--- src/rtl/can_frame_to_slcan_text_assert.svh ---
// Assertion macros shared by the frame text encoder.
`ifndef CAN_FRAME_TO_SLCAN_TEXT_ASSERT_SVH
`define CAN_FRAME_TO_SLCAN_TEXT_ASSERT_SVH

// Check that cons holds in the same cycle as ante.
`define CFST_ASSERT_NOW(lbl, clk, rst, ante, cons) \
  lbl: assert property (@(posedge clk) disable iff (rst) (ante) |-> (cons)) \
    else $error("same-cycle check failed");

// Check that cons holds in the cycle after ante.
`define CFST_ASSERT_NEXT(lbl, clk, rst, ante, cons) \
  lbl: assert property (@(posedge clk) disable iff (rst) (ante) |=> (cons)) \
    else $error("next-cycle check failed");

`endif

--- src/rtl/cfst_pkg.sv ---
// Shared types, constants and helpers of the frame text encoder.
package cfst_pkg;

  localparam logic [3:0] MAX_DATA_BYTES = 4'd8;

  localparam logic [7:0] CHAR_STD_DATA = 8'h74;  // t
  localparam logic [7:0] CHAR_STD_RTR  = 8'h72;  // r
  localparam logic [7:0] CHAR_EXT_DATA = 8'h54;  // T
  localparam logic [7:0] CHAR_EXT_RTR  = 8'h52;  // R

  localparam logic [3:0] STD_ID_DIGITS = 4'd3;
  localparam logic [3:0] EXT_ID_DIGITS = 4'd8;

  localparam logic [7:0] HEX_DIGITS [16] = '{
    8'h30, 8'h31, 8'h32, 8'h33, 8'h34, 8'h35, 8'h36, 8'h37,
    8'h38, 8'h39, 8'h41, 8'h42, 8'h43, 8'h44, 8'h45, 8'h46
  };

  // One classified frame, ready to be spelled out.
  typedef struct packed {
    logic [7:0]  type_char;
    logic [3:0]  id_digits;
    logic [28:0] id;
    logic [3:0]  len_digit;
    logic [3:0]  n_bytes;
    logic [63:0] data;
  } desc_t;

  typedef struct packed {
    logic       valid;
    logic       full;
    logic [1:0] count;
  } q_status_t;

  function automatic logic [7:0] hex_char(input logic [3:0] nib);
    return HEX_DIGITS[nib];
  endfunction

endpackage

--- src/rtl/cfst_front.sv ---
// Front stage: accept a frame and classify it into a descriptor.
module cfst_front (
  input  logic              clk,
  input  logic              rst,
  input  logic              push,
  output logic              full,
  input  logic [7:0]        sid_high,
  input  logic [7:0]        sid_low,
  input  logic [7:0]        eid_high,
  input  logic [7:0]        eid_low,
  input  logic [7:0]        length_reg,
  input  logic [63:0]       payload,
  input  logic              q_full,
  output logic              q_wr,
  output cfst_pkg::desc_t   q_data,
  output logic              front_valid
);

  logic            accept;
  logic            ext;
  logic            remote;
  logic [10:0]     sid;
  logic [3:0]      cnt;
  cfst_pkg::desc_t desc_next;
  cfst_pkg::desc_t desc;

  assign full   = front_valid && q_full;
  assign accept = push && !full;
  assign q_wr   = front_valid && !q_full;
  assign q_data = desc;

  always_comb begin
    ext    = sid_low[3];
    remote = length_reg[6];
    sid    = {sid_high, sid_low[7:5]};
    cnt    = (length_reg[3:0] > cfst_pkg::MAX_DATA_BYTES) ?
             cfst_pkg::MAX_DATA_BYTES : length_reg[3:0];
    if (ext) begin
      desc_next.type_char = remote ? cfst_pkg::CHAR_EXT_RTR : cfst_pkg::CHAR_EXT_DATA;
      desc_next.id_digits = cfst_pkg::EXT_ID_DIGITS;
      desc_next.id        = {sid, sid_low[1:0], eid_high, eid_low};
    end else begin
      desc_next.type_char = remote ? cfst_pkg::CHAR_STD_RTR : cfst_pkg::CHAR_STD_DATA;
      desc_next.id_digits = cfst_pkg::STD_ID_DIGITS;
      desc_next.id        = {18'd0, sid};
    end
    desc_next.len_digit = cnt;
    desc_next.n_bytes   = remote ? 4'd0 : cnt;
    desc_next.data      = payload;
  end

  always_ff @(posedge clk) begin
    if (rst) begin
      front_valid <= 1'b0;
    end else if (accept) begin
      front_valid <= 1'b1;
    end else if (q_wr) begin
      front_valid <= 1'b0;
    end
  end

  always_ff @(posedge clk) begin
    if (accept) begin
      desc <= desc_next;
    end
  end

endmodule

--- src/rtl/cfst_queue.sv ---
// Two-entry descriptor queue between the front and back stages.
module cfst_queue (
  input  logic                  clk,
  input  logic                  rst,
  input  logic                  wr,
  input  cfst_pkg::desc_t       wr_data,
  input  logic                  rd,
  output cfst_pkg::desc_t       rd_data,
  output cfst_pkg::q_status_t   status
);

  cfst_pkg::desc_t mem [2];
  logic            wptr;
  logic            rptr;
  logic [1:0]      count;

  assign rd_data      = mem[rptr];
  assign status.count = count;
  assign status.valid = (count != 2'd0);
  assign status.full  = (count == 2'd2);

  always_ff @(posedge clk) begin
    if (rst) begin
      wptr  <= 1'b0;
      rptr  <= 1'b0;
      count <= 2'd0;
    end else begin
      if (wr) begin
        wptr <= ~wptr;
      end
      if (rd) begin
        rptr <= ~rptr;
      end
      if (wr && !rd) begin
        count <= count + 2'd1;
      end else if (rd && !wr) begin
        count <= count - 2'd1;
      end
    end
  end

  always_ff @(posedge clk) begin
    if (wr) begin
      mem[wptr] <= wr_data;
    end
  end

endmodule

--- src/rtl/cfst_back.sv ---
// Back stage: spell the head descriptor out one character a cycle unless the output stalls.
module cfst_back (
  input  logic              clk,
  input  logic              rst,
  input  logic              head_valid,
  input  cfst_pkg::desc_t   head,
  output logic              head_done,
  input  logic              pop,
  output logic              empty,
  output logic [7:0]        text_char,
  output logic              last_char
);

  logic [4:0]  pos;
  logic [4:0]  pos_next;
  logic        out_valid;
  logic        adv;
  logic [4:0]  idlen;
  logic [4:0]  id_sel;
  logic [4:0]  data_sel;
  logic [4:0]  pos_last;
  logic [31:0] id32;
  logic [3:0]  nib;
  logic [7:0]  char_next;
  logic        last_next;

  assign empty     = !out_valid;
  assign adv       = head_valid && (!out_valid || pop);
  assign head_done = adv && last_next;

  always_comb begin
    idlen     = {1'b0, head.id_digits};
    id_sel    = idlen - pos;
    data_sel  = pos - idlen - 5'd2;
    pos_last  = idlen + 5'd1 + {head.n_bytes, 1'b0};
    id32      = {3'd0, head.id};
    nib       = 4'd0;
    if (pos == 5'd0) begin
      char_next = head.type_char;
    end else if (pos <= idlen) begin
      nib       = id32[{id_sel[2:0], 2'b00} +: 4];
      char_next = cfst_pkg::hex_char(nib);
    end else if (pos == idlen + 5'd1) begin
      char_next = cfst_pkg::hex_char(head.len_digit);
    end else begin
      // high nibble of each byte first
      nib       = head.data[{data_sel[3:1], ~data_sel[0], 2'b00} +: 4];
      char_next = cfst_pkg::hex_char(nib);
    end
    last_next = (pos == pos_last);
    pos_next  = last_next ? 5'd0 : pos + 5'd1;
  end

  always_ff @(posedge clk) begin
    if (rst) begin
      pos       <= 5'd0;
      out_valid <= 1'b0;
    end else if (adv) begin
      pos       <= pos_next;
      out_valid <= 1'b1;
    end else if (pop) begin
      out_valid <= 1'b0;
    end
  end

  always_ff @(posedge clk) begin
    if (adv) begin
      text_char <= char_next;
      last_char <= last_next;
    end
  end

endmodule

--- src/rtl/can_frame_to_slcan_text.sv ---
// Top level of the CAN frame to serial-line ASCII text encoder.
//
//   channel   handshake       words           width
//   frame in  push / full     one CAN frame   5 x 8 + 64 bits
//   text out  pop / empty     one character   8 + 1 bits
//
// A frame yields 5 to 26 characters; the back sequencer emits one character
// per cycle through its single output register unless the output stalls.
// The front register and a two-entry queue take up to three frames ahead.
// Reset (rst, synchronous) empties the front register, the queue and the
// output register; no clearing pass.
// A stalled output holds its character; the front keeps accepting until the
// queue and the front register are both full, then raises full.
`include "can_frame_to_slcan_text_assert.svh"

module can_frame_to_slcan_text (
  input  logic        clk,
  input  logic        rst,
  input  logic        push,
  output logic        full,
  input  logic [7:0]  sid_high,
  input  logic [7:0]  sid_low,
  input  logic [7:0]  eid_high,
  input  logic [7:0]  eid_low,
  input  logic [7:0]  length_reg,
  input  logic [63:0] payload,
  output logic        empty,
  input  logic        pop,
  output logic [7:0]  text_char,
  output logic        last_char
);

  logic                q_wr;
  logic                q_full;
  logic                front_valid;
  logic                head_done;
  logic                out_is_type;
  cfst_pkg::desc_t     q_in;
  cfst_pkg::desc_t     q_head;
  cfst_pkg::q_status_t q_stat;

  assign q_full = q_stat.full;

  // The word on the output is one of the four frame type letters.
  assign out_is_type = text_char inside {cfst_pkg::CHAR_STD_DATA, cfst_pkg::CHAR_STD_RTR,
                                         cfst_pkg::CHAR_EXT_DATA, cfst_pkg::CHAR_EXT_RTR};

  // Classify each accepted frame into a descriptor.
  cfst_front u_front (
    .clk         (clk),
    .rst         (rst),
    .push        (push),
    .full        (full),
    .sid_high    (sid_high),
    .sid_low     (sid_low),
    .eid_high    (eid_high),
    .eid_low     (eid_low),
    .length_reg  (length_reg),
    .payload     (payload),
    .q_full      (q_full),
    .q_wr        (q_wr),
    .q_data      (q_in),
    .front_valid (front_valid)
  );

  // Decouple the front from the character sequencer.
  cfst_queue u_queue (
    .clk     (clk),
    .rst     (rst),
    .wr      (q_wr),
    .wr_data (q_in),
    .rd      (head_done),
    .rd_data (q_head),
    .status  (q_stat)
  );

  // Walk the head descriptor; drop it after its last character is loaded.
  cfst_back u_back (
    .clk        (clk),
    .rst        (rst),
    .head_valid (q_stat.valid),
    .head       (q_head),
    .head_done  (head_done),
    .pop        (pop),
    .empty      (empty),
    .text_char  (text_char),
    .last_char  (last_char)
  );

  `CFST_ASSERT_NOW(a_queue_bound, clk, rst, 1'b1, q_stat.count <= 2'd2)
  `CFST_ASSERT_NOW(a_full_needs_front, clk, rst, full, front_valid && q_stat.full)
  `CFST_ASSERT_NEXT(a_type_after_last, clk, rst, (!empty && pop && last_char), (empty || out_is_type))

endmodule
--- config.mk ---
export PLATFORM = sky130hd
export DESIGN_NAME = can_frame_to_slcan_text
export DESIGN_NICKNAME = d
export VERILOG_FILES = /design/src/rtl/cfst_pkg.sv /design/src/rtl/cfst_front.sv /design/src/rtl/cfst_queue.sv /design/src/rtl/cfst_back.sv /design/src/rtl/can_frame_to_slcan_text.sv
export VERILOG_INCLUDE_DIRS = /design/src /design/src/rtl
export SDC_FILE = /design/constraint.sdc
export NUM_CORES = 1
export LEC_CHECK = 0
export ABC_AREA = 1
export BUFFER_PORTS_ARGS = -buffer_cell sky130_fd_sc_hd__buf_2
export CAP_MARGIN = 25
export CORE_UTILIZATION = 40
export DETAILED_ROUTE_END_ITERATION = 12
export GPL_TIMING_DRIVEN = 0
export MAX_ROUTING_LAYER = met4
export PLACE_DENSITY_LB_ADDON = 0.25
export SLEW_MARGIN = 20
export SYNTH_ARGS = -nofsm -noshare
export SYNTH_HDL_FRONTEND = slang
export SYNTH_SLANG_ARGS = --single-unit
--- constraint.sdc ---
create_clock -name clk -period 5.6 [get_ports clk]
set_input_delay 0.28 -clock clk [delete_from_list [all_inputs] [get_ports clk]]
set_output_delay 0.28 -clock clk [all_outputs]
set_load 0.01 [all_outputs]
==> run summary, run 1 <==
======================================================================================================
Outcome .................................................................................    completed
Final Critical Period ...................................................................      4.01 ns
Worst Hold Path EP ...................................................................... u_front.q_data[86]
Hold depth ..............................................................................            3
Combined area of the multi-input logic cells ............................................    2900 um^2
Root Driver ............................................................................. sky130_fd_sc_hd__clkbuf_16
Quantity of I/O buffers inserted on ports ...............................................          112
Flip-flop and latch count after synthesis ...............................................          335
Pin slew with the least headroom to its limit ...........................................     0.764 ns
Warning count from the yosys run ........................................................            0
Max-slew violation count ................................................................            0
Number of setup violations in the final report ..........................................            0
Number of global-route vias before repair ...............................................         8088
Die extent in x .........................................................................       185 um
Area of the die .........................................................................   34100 um^2
Clock sinks .............................................................................          335
Initial DRC count .......................................................................          522
Number of vias per cell .................................................................         4.78
Hold Startpoint .........................................................................  eid_high[6]
Overall Global Routing Usage ............................................................        17.5%
Fraction of final layout cells with drive strength greater than 1 .......................        16.9%
Max_slew headroom .......................................................................        49.0%
PnR Total Power .........................................................................      6.32 mW
Clock transition at the register clock pins on the worst setup and hold paths after CTS .      0.06 ns
Wire length of the first global-routing pass ............................................      43.8 mm
Category of the worst setup path capture point ..........................................         flop
Power per unit of standard cell area ....................................................  381 nW/um^2
Initial antenna violation count .........................................................            0
Fill cell total of the finished layout ..................................................         2909
Maximum number of pins on one net before global-route repair ............................           58
Maximum fanout count along the critical path ............................................           10
Lkg Pwr .................................................................................      6.46 nW
Congestion Overflow GR ..................................................................            0
CTS tree ................................................................................        built
Endpoint of the lowest-slack register-to-register path .................................. u_back.text_char[1]
Compound-gate portion of the synthesized area ...........................................        3.57%
Final worst path period share ...........................................................        71.5%
Arrival @ worst endpoint ................................................................      4.26 ns
Synth Instances .........................................................................         1051
Main synth FF type ...................................................................... sky130_fd_sc_hd__edfxtp_1
Number of enable-type register cells in the synthesized netlist .........................          323
Antenna viol nets, final ................................................................            0
Fraction of synthesized cell area in xor and xnor cells .................................       0.590%
Count of cells along the worst register-to-register path ................................           19
Maximum level of the CTS H-tree .........................................................            2
Area grow syn2layout ....................................................................        24.0%
Placement Rows ..........................................................................           66
Total inserted antenna cells ............................................................            0
CTS Buf Count ...........................................................................           37
Kind of path behind the tightest hold check .............................................       in2reg
Final WS setup ..........................................................................      1.59 ns
Floorplan core area .....................................................................   32700 um^2
Largest family of logic cells by synthesized area ....................................... simple AND/OR/NAND/NOR gates
Initial core utilization ................................................................        40.8%
Maximum clock path buffer count .........................................................            3
Die height ..............................................................................       185 um
Ports placed on the boundary ............................................................          119
Cell area after synthesis ...............................................................   13400 um^2
Setup Skew ..............................................................................   0.00997 ns
Nets@finish .............................................................................         1407
Number of hold violations in the final report ...........................................            0
Max capacitance violation total .........................................................            0
Worst reg2reg setup slack ...............................................................      1.59 ns
Total routed wire length on the met1 layer ..............................................      12.8 mm
Fmax ....................................................................................    0.250 GHz
Aggregate routed wire length ............................................................      28.4 mm
Number of setup buffers added after CTS .................................................            0
Share of cell area taken by muxes after synthesis .......................................       0.225%
Sequential share of the synthesized area ................................................        74.4%
Number of DRC violations after detailed routing .........................................            0
Leading cell types in the layout, fill and taps excluded ................................ sky130_fd_sc_hd__edfxtp_1, sky130_fd_sc_hd__nand2_1, sky130_fd_sc_hd__buf_2
Overall via count from detail_route .....................................................         8340
Insertion delay of the later-clocked pin in the worst-skew pair .........................      0.53 ns
Worst slack, placed .....................................................................      1.70 ns
Proportion of register bits with asynchronous set or reset after synthesis ..............           0%
DP HPWL .................................................................................      18.5 mm
Most common cell after layout, fill and taps aside ...................................... sky130_fd_sc_hd__edfxtp_1
Syn_nets ................................................................................         1179
Worst EP required .......................................................................      5.85 ns
Maximum vdd ir drop .....................................................................       202 uV
Per-instance average area after synthesis ...............................................    12.7 um^2
Adder and majority cell fraction of the synthesized area ................................        2.04%
Setup repair after global routing missed its margin .....................................        false
RD Place Congestion .....................................................................        0.814
Count of unique library cells instantiated by Yosys .....................................           37
Routed wire length per instance .........................................................      16.3 um
Top layer used by detailed routing ......................................................         met4
Area of placed instances ................................................................   14800 um^2
Post-layout instance area ...............................................................   16600 um^2
Met3 WL post-DR .........................................................................      1.16 mm
Simple logic cell fraction of the synthesized area ......................................        15.1%
Detailed-router iteration count before antenna repair ...................................            5
Routed met2 length ......................................................................      13.9 mm
Worst setup SP type .....................................................................         flop
Worst Setup Path Type ...................................................................      reg2reg
Area of all sequential standard cells ...................................................    9940 um^2
======================================================================================================
[cell usage after synthesis (2+ instances only)]
cell | n | area [um^2]
sky130_fd_sc_hd__o211ai_1 | 11 | 82.6
sky130_fd_sc_hd__ha_1 | 17 | 213
sky130_fd_sc_hd__dfxtp_1 | 12 | 240
sky130_fd_sc_hd__xor2_1 | 6 | 52.6
sky130_fd_sc_hd__nand2_1 | 286 | 1070
sky130_fd_sc_hd__or2_2 | 2 | 12.5
sky130_fd_sc_hd__o21ai_1 | 5 | 25.0
sky130_fd_sc_hd__buf_2 | 16 | 80.1
sky130_fd_sc_hd__o21ai_2 | 2 | 17.5
sky130_fd_sc_hd__edfxtp_1 | 323 | 9700
sky130_fd_sc_hd__nand3_1 | 113 | 566
sky130_fd_sc_hd__nand4_1 | 3 | 18.8
sky130_fd_sc_hd__a31oi_1 | 2 | 12.5
sky130_fd_sc_hd__o21ai_0 | 37 | 185
sky130_fd_sc_hd__clkbuf_1 | 12 | 45.0
sky130_fd_sc_hd__o22ai_1 | 5 | 31.3
sky130_fd_sc_hd__nor2_1 | 67 | 251
sky130_fd_sc_hd__buf_4 | 7 | 52.6
sky130_fd_sc_hd__a21oi_1 | 20 | 100
sky130_fd_sc_hd__buf_1 | 2 | 7.51
sky130_fd_sc_hd__mux2i_1 | 3 | 30.0
sky130_fd_sc_hd__nand2_2 | 2 | 12.5
sky130_fd_sc_hd__inv_1 | 65 | 244
sky130_fd_sc_hd__inv_2 | 2 | 7.51
sky130_fd_sc_hd__nor3_1 | 6 | 30.0
sky130_fd_sc_hd__buf_6 | 9 | 101
sky130_fd_sc_hd__xnor2_1 | 3 | 26.3
sky130_fd_sc_hd__fa_1 | 3 | 60.1
sky130_fd_sc_hd__o21a_1 | 2 | 15.0
[worst max-delay path, stage by stage (launching register included)]
cell,delay (ns)
sky130_fd_sc_hd__dfxtp_1,0.31
sky130_fd_sc_hd__buf_4,0.16
sky130_fd_sc_hd__inv_2,0.06
sky130_fd_sc_hd__nand2_1,0.05
sky130_fd_sc_hd__nand2_1,0.24
sky130_fd_sc_hd__inv_1,0.19
sky130_fd_sc_hd__ha_1,0.16
sky130_fd_sc_hd__inv_1,0.04
sky130_fd_sc_hd__fa_1,0.69
sky130_fd_sc_hd__clkinv_1,0.41
sky130_fd_sc_hd__o211ai_1,0.27
sky130_fd_sc_hd__o211ai_1,0.13
sky130_fd_sc_hd__nand2_1,0.18
sky130_fd_sc_hd__inv_1,0.07
sky130_fd_sc_hd__ha_1,0.30
sky130_fd_sc_hd__inv_1,0.04
sky130_fd_sc_hd__nand2_1,0.05
sky130_fd_sc_hd__nand3_1,0.08
sky130_fd_sc_hd__a21oi_1,0.17
sky130_fd_sc_hd__a21oi_1,0.13
[per-layer routing]
layer	global-route usage [%]	vias to the layer above
li1	-	4117
met1	22.4	3981
met2	29.0	199
met3	2.61	43
met4	5.02	0
met5	-	-
[worst max-delay path by stage]
stage	start	to	slack, ns	depth (start not counted)
2_1_floorplan	u_queue.count[0]	u_queue.mem[1][0]	1.71	4
3_3_place_gp	u_queue.count[0]	u_queue.mem[0][53]	-0.20	4
3_5_place_dp	flop	u_back.text_char[1]	1.70	21
4_1_cts	flop	u_back.text_char[1]	1.64	21
5_1_grt	flop	u_back.text_char[1]	1.33	19
6_report	flop	u_back.text_char[1]	1.59	19
[logic make-up (layout without fill, tap and decap cells)]
logic type      after synthesis  after routing
flops                       335            335
compound gates               85             85
mux                           3              3
other cells                   1              1
buf+inv                     114            367
simple gates                484            484
xor+xnor                      9              9
fa+ha+maj                    20             20
[flip-flops by register name, indices dropped and copies added (netlist names), named ones only]
name	cells
u_front.q_data	105
u_queue.rptr	1
u_back.pos	5
u_back.text_char	7
u_queue.wptr	1
u_back.last_char	1
u_back.out_valid	1
u_front.front_valid	1
u_queue.mem	210
u_queue.count	2
[report_power, final]
group | leakage [nW] | total, mW | switching [mW] | internal (mW)
Combinational | 2.76 | 1.04 | 0.678 | 0.360
Clock | 0.571 | 2.29 | 0.948 | 1.35
Sequential | 3.14 | 2.98 | 0.0550 | 2.93
Total | 6.46 | 6.32 | 1.68 | 4.63
[stage by stage]
step           cells  TNS [ns]  hold WS [ns]  util, %
6_report        1746         0        0.0147     50.7
5_1_grt         1746         0        0.0143     50.7
4_1_cts         1746         0       0.00317     50.7
3_5_place_dp    1616         0         0.431     45.1
3_3_place_gp    1605    -38.03         0.422     44.3
2_1_floorplan   1051         0         0.349        -
[final cells by class]
cell class | instances | area share, %
sequential | 335 | 60.0
multi-input combinational | 602 | 17.5
timing repair buffer | 189 | 8.93
clock buffer | 42 | 5.88
tap | 442 | 3.34
buffer | 46 | 1.73
inverter | 68 | 1.57
clock inverter | 22 | 1.07
[repair_timing]
| action | CTS | global route |
|---|---|---|
| gates resized for setup | 0 | 0 |
| hold endpoints to repair | 68 | 0 |
| hold buffers | 66 | 0 |
Power figures use the tool's default switching activity.
==> inputs of run 2 (changes only) <==
--- a/config.mk
+++ b/config.mk
@@ -6,7 +6,7 @@
 export SDC_FILE = /design/constraint.sdc
 export NUM_CORES = 1
 export LEC_CHECK = 0
-export ABC_AREA = 1
+export ABC_AREA = 0
 export BUFFER_PORTS_ARGS = -buffer_cell sky130_fd_sc_hd__buf_2
 export CAP_MARGIN = 25
 export CORE_UTILIZATION = 40
==> constraint.sdc (replaced) <==
create_clock -name clk -period 4.1 [get_ports clk]
set_input_delay 0.205 -clock clk [delete_from_list [all_inputs] [get_ports clk]]
set_output_delay 0.205 -clock clk [all_outputs]
set_load 0.01 [all_outputs]
==> run summary, run 2 <==
======================================================================================================
RD Place Congestion .....................................................................        0.758   -6.8%
Per-instance average area after synthesis ...............................................    19.8 um^2   +55%
Total inserted antenna cells ............................................................            0   unchanged
Worst Setup Path Type ...................................................................      reg2reg
Wire length of the first global-routing pass ............................................      39.3 mm   -10%
Setup repair after global routing missed its margin .....................................         true
Nets@finish .............................................................................         1057   -25%
Overall Global Routing Usage ............................................................        16.2%   -1.3 points
Crit-path max cell delay ................................................................      0.50 ns   -0.19 ns
PnR Total Power .........................................................................      8.41 mW   +33%
Number of vias per cell .................................................................         4.84   +1.4%
Post-layout instance area ...............................................................   16700 um^2   +1.0%
Post-route non-filler standard cell count ...............................................         1390   -20%
Cells along the critical path ........................................................... buf_12 > mux2i_4 > inv_2 > ha_1 > buf_2 > clkbuf_4 > mux4_2 > mux4_2 > mux2i_4 > inv_2 > ha_4 > inv_1 > mux2i_1 > a311oi_1 > a31o_1
Worst setup SP type .....................................................................         flop
Floorplan core area .....................................................................   31800 um^2   -2.8%
Overall via count from detail_route .....................................................         6730   -19%
Max_slew headroom .......................................................................        47.2%   -1.8 points
Clock transition at the register clock pins on the worst setup and hold paths after CTS .      0.06 ns   about the same
Proportion of register bits with asynchronous set or reset after synthesis ..............           0%   unchanged
Lkg Pwr .................................................................................      5.83 nW   -9.9%
Number of setup violations in the final report ..........................................            0   unchanged
Most common cell after layout, fill and taps aside ...................................... sky130_fd_sc_hd__edfxtp_1
Antenna viol nets, final ................................................................            0   unchanged
Area of the die .........................................................................   33200 um^2   -2.6%
Synth Instances .........................................................................          658   -37%
Maximum level of the CTS H-tree .........................................................            2   unchanged
Maximum fanout count along the critical path ............................................           10   unchanged
Initial DRC count .......................................................................          468   -10%
Crit path buffers/inverters .............................................................            6   -1
Clock network power share ...............................................................        34.9%   -1.4 points
Insertion delay of the later-clocked pin in the worst-skew pair .........................      0.51 ns   -0.02 ns
Top cells by area, synth ................................................................ sky130_fd_sc_hd__edfxtp_1, sky130_fd_sc_hd__mux4_2, sky130_fd_sc_hd__mux2i_1
Power per unit of standard cell area ....................................................  503 nW/um^2   +32%
Final Critical Period ...................................................................      3.93 ns   -0.0788 ns
Largest Register ........................................................................  u_queue.mem
Fraction of final layout cells with drive strength greater than 1 .......................        29.7%   +13 points
Count of unique library cells instantiated by Yosys .....................................           56   +51%
Flip-flop and latch count after synthesis ...............................................          335   unchanged
Pin slew with the least headroom to its limit ...........................................     0.792 ns   +0.0274 ns
Family of cells with the greatest summed delay on the critical path ..................... multiplexers
Number of cells in the design after placement ...........................................         1216   -25%
Main synth FF type ...................................................................... sky130_fd_sc_hd__edfxtp_1
CTS Buf Count ...........................................................................           36   -2.7%
Category of the worst setup path capture point ..........................................         flop
Detailed-router iteration count before antenna repair ...................................            5   unchanged
Maximum clock path buffer count .........................................................            3   unchanged
Number of hold violations in the final report ...........................................            0   unchanged
Post-synth top area share ...............................................................        74.6%   +2.0 points
Most frequent cell after synthesis ...................................................... sky130_fd_sc_hd__edfxtp_1
Worst slack, placed .....................................................................    -0.797 ns   -2.49 ns
Initial core utilization ................................................................        40.9%   +0.045 points
Setup Skew ..............................................................................    0.0111 ns   +0.00116 ns
Initial antenna violation count .........................................................            0   unchanged
DP HPWL .................................................................................      16.6 mm   -11%
Maximum vdd ir drop .....................................................................       287 uV   +42%
Placement Rows ..........................................................................           65   -1.5%
CTS tree ................................................................................        built
Number of enable-type register cells in the synthesized netlist .........................          323   unchanged
Cell area after synthesis ...............................................................   13000 um^2   -2.7%
Leading cell types in the layout, fill and taps excluded ................................ sky130_fd_sc_hd__edfxtp_1, sky130_fd_sc_hd__buf_2, sky130_fd_sc_hd__dlygate4sd3_1
Final WS setup ..........................................................................     0.172 ns   -1.42 ns
Routed wire length per instance .........................................................      18.4 um   +13%
Congestion Overflow GR ..................................................................            0   unchanged
Worst hold slack across all endpoints ...................................................    0.0262 ns   +0.0115 ns
Worst EP required .......................................................................      4.36 ns   -1.49 ns
Switching part of the total power .......................................................        24.4%   -2.2 points
Root Driver ............................................................................. sky130_fd_sc_hd__clkbuf_16
Int Power ...............................................................................      6.36 mW   +37%
Area grow syn2layout ....................................................................        28.7%
Fmax ....................................................................................    0.255 GHz   +2.0%
Final worst path period share ...........................................................        95.8%   +24 points
Syn_nets ................................................................................          786   -33%
Most frequent cells after synthesis ..................................................... sky130_fd_sc_hd__edfxtp_1, sky130_fd_sc_hd__mux4_2, sky130_fd_sc_hd__mux2i_1
Number of global-route vias before repair ...............................................         7057   -13%
Slowest stage cell on the critical path ................................................. sky130_fd_sc_hd__mux4_2
Switching power .........................................................................      2.05 mW   +22%
Outcome .................................................................................    completed
Setup total negative slack ..............................................................         0 ns   unchanged
Max-slew violation count ................................................................            0   unchanged
Max capacitance violation total .........................................................            0   unchanged
Area of placed instances ................................................................   14400 um^2   -2.2%
Clock sinks .............................................................................          335   unchanged
Flip-flop count of the largest register, all copies and words added .....................          210   unchanged
Arrival @ worst endpoint ................................................................      4.19 ns   -0.07 ns
Warning count from the yosys run ........................................................            0   unchanged
Die extent in x .........................................................................       182 um   -1.3%
Share of total power in sequential cells ................................................        48.4%   +1.2 points
Aggregate routed wire length ............................................................      25.5 mm   -10%
Largest area contributor in the netlist ................................................. sky130_fd_sc_hd__edfxtp_1
Maximum number of pins on one net before global-route repair ............................           48   -17%
Fraction of power consumed by combinational cells .......................................        16.7%   +0.3 points
Number of DRC violations after detailed routing .........................................            0   unchanged
Kind of path behind the tightest hold check .............................................       in2reg
Post-Route Utilization ..................................................................        52.6%   +2.0 points
Quantity of I/O buffers inserted on ports ...............................................          111   -0.89%
Sequential share of the synthesized area ................................................        76.4%   +2.0 points
Ports placed on the boundary ............................................................          119   unchanged
Die height ..............................................................................       182 um   -1.3%
======================================================================================================
==> run 2: cell types whose count changed after synthesis, moves of 14 or more <==
cell	before	now
sky130_fd_sc_hd__a21oi_1	20	6
sky130_fd_sc_hd__and2_1	0	23
sky130_fd_sc_hd__inv_1	65	22
sky130_fd_sc_hd__mux2_2	0	15
sky130_fd_sc_hd__mux2i_1	3	27
sky130_fd_sc_hd__mux4_2	0	47
sky130_fd_sc_hd__nand2_1	286	13
sky130_fd_sc_hd__nand3_1	113	5
sky130_fd_sc_hd__nor2_1	67	24
sky130_fd_sc_hd__o21ai_0	37	1
==> run 2: layout make-up <==
| type | instances | area, um^2 |
|---|---|---|
| multi-input combinational | 276 | 2980 |
| fill | 2530 | 15100 |
| buffer | 24 | 193 |
| timing repair buffer | 233 | 1920 |
| inverter | 23 | 86.3 |
| sequential | 335 | 9940 |
| clock buffer | 45 | 935 |
| clock inverter | 19 | 128 |
| tap | 435 | 544 |
==> run 2: worst paths after layout <==
path	to	from	slack, ns	cells after the start
worst min register to register	u_queue.mem[0][38]	u_front.q_data[38]	0.44	0
worst min-delay path	u_front.q_data[97]	sid_high[4]	0.03	2
worst max-delay path	u_back.text_char[1]	flop	0.17	15
worst max register to register	u_back.text_char[1]	flop	0.17	15
==> run 2: power groups by stage <==
stage	Combinational (mW)	Sequential, mW	Clock (mW)
6_report	1.41	4.07	2.94
5_1_grt	1.54	4.09	3.14
4_1_cts	1.37	4.07	3.01
3_5_place_dp	1.24	4.14	0
3_3_place_gp	1.17	4.16	0
2_1_floorplan	0.822	4.13	0
==> run 2: kinds of logic (layout without fill, tap and decap cells) <==
kind of cell             count (synthesis)  count (layout)  synth area share [%]
AO/OA/AOI/OAI                           36              36                  1.94
XOR/XNOR                                18              18                  1.33
adder cells (fa/ha/maj)                 20              20                  2.10
buffers and inverters                   47             344                  1.69
flip-flops                             335             335                  76.4
multiplexers                            91              91                  11.8
other                                    1               1                0.0288
AND/OR/NAND/NOR                        110             110                  4.68
==> run 2: routing by layer <==
layer  global-route usage [%]  vias to the layer above  part of all wire (%)
li1                         -                     3157                     -
met1                     21.4                     3356                    46
met2                     26.0                      172                    48
met3                     2.55                       45                   3.8
met4                     5.04                        0                   2.2
met5                        -                        -                     0
==> run 2: what timing repair did <==
| item | CTS | global route |
|---|---|---|
| endpoints found under the hold margin | 92 | 0 |
| hold buffers | 97 | 0 |
| setup buffers | 5 | 7 |
| cloned | 0 | 0 |
| endpoints found under the setup margin | 9 | 6 |
| pin swaps | 2 | 4 |
| resized for setup | 25 | 19 |
==> inputs of run 3 (changes only) <==
--- a/config.mk
+++ b/config.mk
@@ -9,10 +9,9 @@
 export ABC_AREA = 0
 export BUFFER_PORTS_ARGS = -buffer_cell sky130_fd_sc_hd__buf_2
 export CAP_MARGIN = 25
-export CORE_UTILIZATION = 40
+export CORE_UTILIZATION = 50
 export DETAILED_ROUTE_END_ITERATION = 12
 export GPL_TIMING_DRIVEN = 0
-export MAX_ROUTING_LAYER = met4
 export PLACE_DENSITY_LB_ADDON = 0.25
 export SLEW_MARGIN = 20
 export SYNTH_ARGS = -nofsm -noshare
==> run summary, run 3 (synthesized netlist as in run 2, its figures left out) <==
======================================================================================================
Crit path buffers/inverters .............................................................            6   unchanged
Setup Skew ..............................................................................   0.00826 ns   -0.00287 ns
Clock network power share ...............................................................        34.8%   about the same
Outcome .................................................................................    completed
Root Driver ............................................................................. sky130_fd_sc_hd__clkbuf_16
Floorplan core area .....................................................................   25300 um^2   -20%
Number of setup violations in the final report ..........................................            0   unchanged
CTS Buf Count ...........................................................................           35   -2.8%
Die extent in x .........................................................................       163 um   -10%
Final worst path period share ...........................................................        96.3%   +0.45 points
Fraction of power consumed by combinational cells .......................................        16.1%   -0.6 points
Quantity of I/O buffers inserted on ports ...............................................          111   unchanged
Worst EP required .......................................................................      4.35 ns   about the same
Worst setup SP type .....................................................................         flop
Kind of path behind the tightest hold check .............................................       in2reg
Wire length of the first global-routing pass ............................................      37.6 mm   -4.3%
Aggregate routed wire length ............................................................      24.1 mm   -5.7%
Fraction of final layout cells with drive strength greater than 1 .......................        29.1%   -0.64 points
Area of all sequential standard cells ...................................................    9940 um^2   about the same
Int Power ...............................................................................      6.34 mW   -0.30%
Flip-flop count of the largest register, all copies and words added .....................          210   unchanged
Cells along the critical path ........................................................... buf_8 > buf_8 > buf_6 > buf_6 > mux2i_4 > ha_4 > xnor2_4 > mux4_2 > mux2i_4 > inv_2 > ha_1 > inv_1 > mux2i_1 > a311oi_1 > a31o_1
Number of vias per cell .................................................................         5.36   +11%
Ports placed on the boundary ............................................................          119   unchanged
Initial antenna violation count .........................................................            0   unchanged
PnR Total Power .........................................................................      8.30 mW   -1.4%
Initial core utilization ................................................................        51.3%   +10 points
Routed wire length per instance .........................................................      19.1 um   +4.2%
Crit-path max cell delay ................................................................      0.61 ns   +0.11 ns
Initial DRC count .......................................................................          504   +7.7%
Combined area of the multi-input logic cells ............................................    2960 um^2   -0.67%
Maximum clock path buffer count .........................................................            3   unchanged
Die height ..............................................................................       163 um   -10%
Clock transition at the register clock pins on the worst setup and hold paths after CTS .      0.06 ns   about the same
Nets@finish .............................................................................         1033   -2.3%
Number of DRC violations after detailed routing .........................................            0   unchanged
Slowest stage cell on the critical path ................................................. sky130_fd_sc_hd__mux4_2
Max capacitance violation total .........................................................            0   unchanged
DP HPWL .................................................................................      15.7 mm   -5.6%
Final Critical Period ...................................................................      3.95 ns   +0.0186 ns
Switching part of the total power .......................................................        23.6%   -0.82 points
Leading cell types in the layout, fill and taps excluded ................................ sky130_fd_sc_hd__edfxtp_1, sky130_fd_sc_hd__buf_2, sky130_fd_sc_hd__dlygate4sd3_1
Antenna viol nets, final ................................................................            0   unchanged
Hold depth ..............................................................................            2   unchanged
Area grow syn2layout ....................................................................        25.2%
Maximum vdd ir drop .....................................................................       346 uV   +21%
Maximum level of the CTS H-tree .........................................................            2   unchanged
Fill cell total of the finished layout ..................................................         1724   -32%
Area of the die .........................................................................   26700 um^2   -20%
Fmax ....................................................................................    0.253 GHz   -0.47%
Largest Register ........................................................................  u_queue.mem
Maximum number of pins on one net before global-route repair ............................           55   +15%
Overall Global Routing Usage ............................................................        18.8%   +2.6 points
Number of hold violations in the final report ...........................................            0   unchanged
Clock sinks .............................................................................          335   unchanged
Arrival @ worst endpoint ................................................................      4.20 ns   about the same
Congestion Overflow GR ..................................................................            0   unchanged
Detailed-router iteration count before antenna repair ...................................            6   +1
Placement Rows ..........................................................................           58   -11%
Power per unit of standard cell area ....................................................  510 nW/um^2   +1.4%
Category of the worst setup path capture point ..........................................         flop
Number of global-route vias before repair ...............................................         7175   +1.7%
CTS tree ................................................................................        built
Max-slew violation count ................................................................            0   unchanged
Maximum fanout count along the critical path ............................................           10   unchanged
Max_slew headroom .......................................................................        34.3%   -13 points
Share of total power in sequential cells ................................................        49.0%   +0.6 points
Overall via count from detail_route .....................................................         6738   +0.12%
Most common cell after layout, fill and taps aside ...................................... sky130_fd_sc_hd__edfxtp_1
RD Place Congestion .....................................................................        0.870   +15%
Setup total negative slack ..............................................................         0 ns   unchanged
Insertion delay of the later-clocked pin in the worst-skew pair .........................      0.50 ns   about the same
Total inserted antenna cells ............................................................            0   unchanged
Pin slew with the least headroom to its limit ...........................................     0.977 ns   +0.185 ns
Worst Setup Path Type ...................................................................      reg2reg
Family of cells with the greatest summed delay on the critical path ..................... multiplexers
Instance count on the critical path .....................................................           15   unchanged
Lkg Pwr .................................................................................      5.69 nW   -2.3%
Switching power .........................................................................      1.96 mW   -4.7%
Count of cells along the worst register-to-register path ................................           15   unchanged
======================================================================================================
-- run 3: cell types whose count changed in the layout (fill, tap and decap cells not counted), sizes merged --
| cell | before | now |
|---|---|---|
| clkbuf | 56 | 54 |
| buf | 149 | 144 |
| clkinvlp | 2 | 0 |
| clkinv | 15 | 13 |
| dlygate4sd3 | 97 | 81 |
-- run 3: area by class of cell --
cell class / instances / area share (%)
sequential: 335 / 61.1
buffer: 24 / 1.13
tap: 330 / 2.54
multi-input combinational: 276 / 18.2
inverter: 23 / 0.546
timing repair buffer: 210 / 10.1
clock buffer: 45 / 5.87
clock inverter: 15 / 0.569
-- run 3: repair_timing --
| item | CTS | global route |
|---|---|---|
| endpoints found under the setup margin | 9 | 7 |
| hold buffers | 81 | 0 |
| setup buffers | 5 | 4 |
| pin swaps | 3 | 3 |
| hold endpoints to repair | 82 | 0 |
| resized for setup | 25 | 12 |
-- run 3: worst paths after layout --
kind              slack, ns                  end          startpoint
setup / recovery       0.15  u_back.text_char[1]                flop
hold / removal        0.009   u_front.q_data[83]         eid_high[3]
setup reg to reg       0.15  u_back.text_char[1]                flop
hold reg to reg        0.44   u_queue.mem[0][26]  u_front.q_data[26]
-- run 3: routing by layer --
metal	track usage, %	part of all wire [%]
met5	0	0
met4	7.01	2.7
met3	3.02	5.5
met2	33.0	52
met1	23.4	40
-- run 3: through the flow --
stage | cells | util [%] | instance area (um^2) | setup slack, ns | hold WS, ns
6_report | 1258 | 64.3 | 16300 | 0.154 | 0.00949
2_1_floorplan | 658 | - | 13000 | 0.0318 | 0.304
5_1_grt | 1258 | 64.3 | 16300 | -0.00373 | 0.00655
4_1_cts | 1254 | 63.9 | 16200 | 0.00790 | 0.00309
3_3_place_gp | 1099 | 55.2 | 14000 | -1.06 | 0.381
3_5_place_dp | 1108 | 56.0 | 14200 | -0.872 | 0.383
-- run 3: power by group through the flow --
stage | Clock [mW] | Sequential (mW) | Combinational [mW]
6_report | 2.89 | 4.07 | 1.34
2_1_floorplan | 0 | 4.13 | 0.822
4_1_cts | 2.96 | 4.07 | 1.31
5_1_grt | 3.09 | 4.09 | 1.45
3_3_place_gp | 0 | 4.15 | 1.13
3_5_place_dp | 0 | 4.14 | 1.20
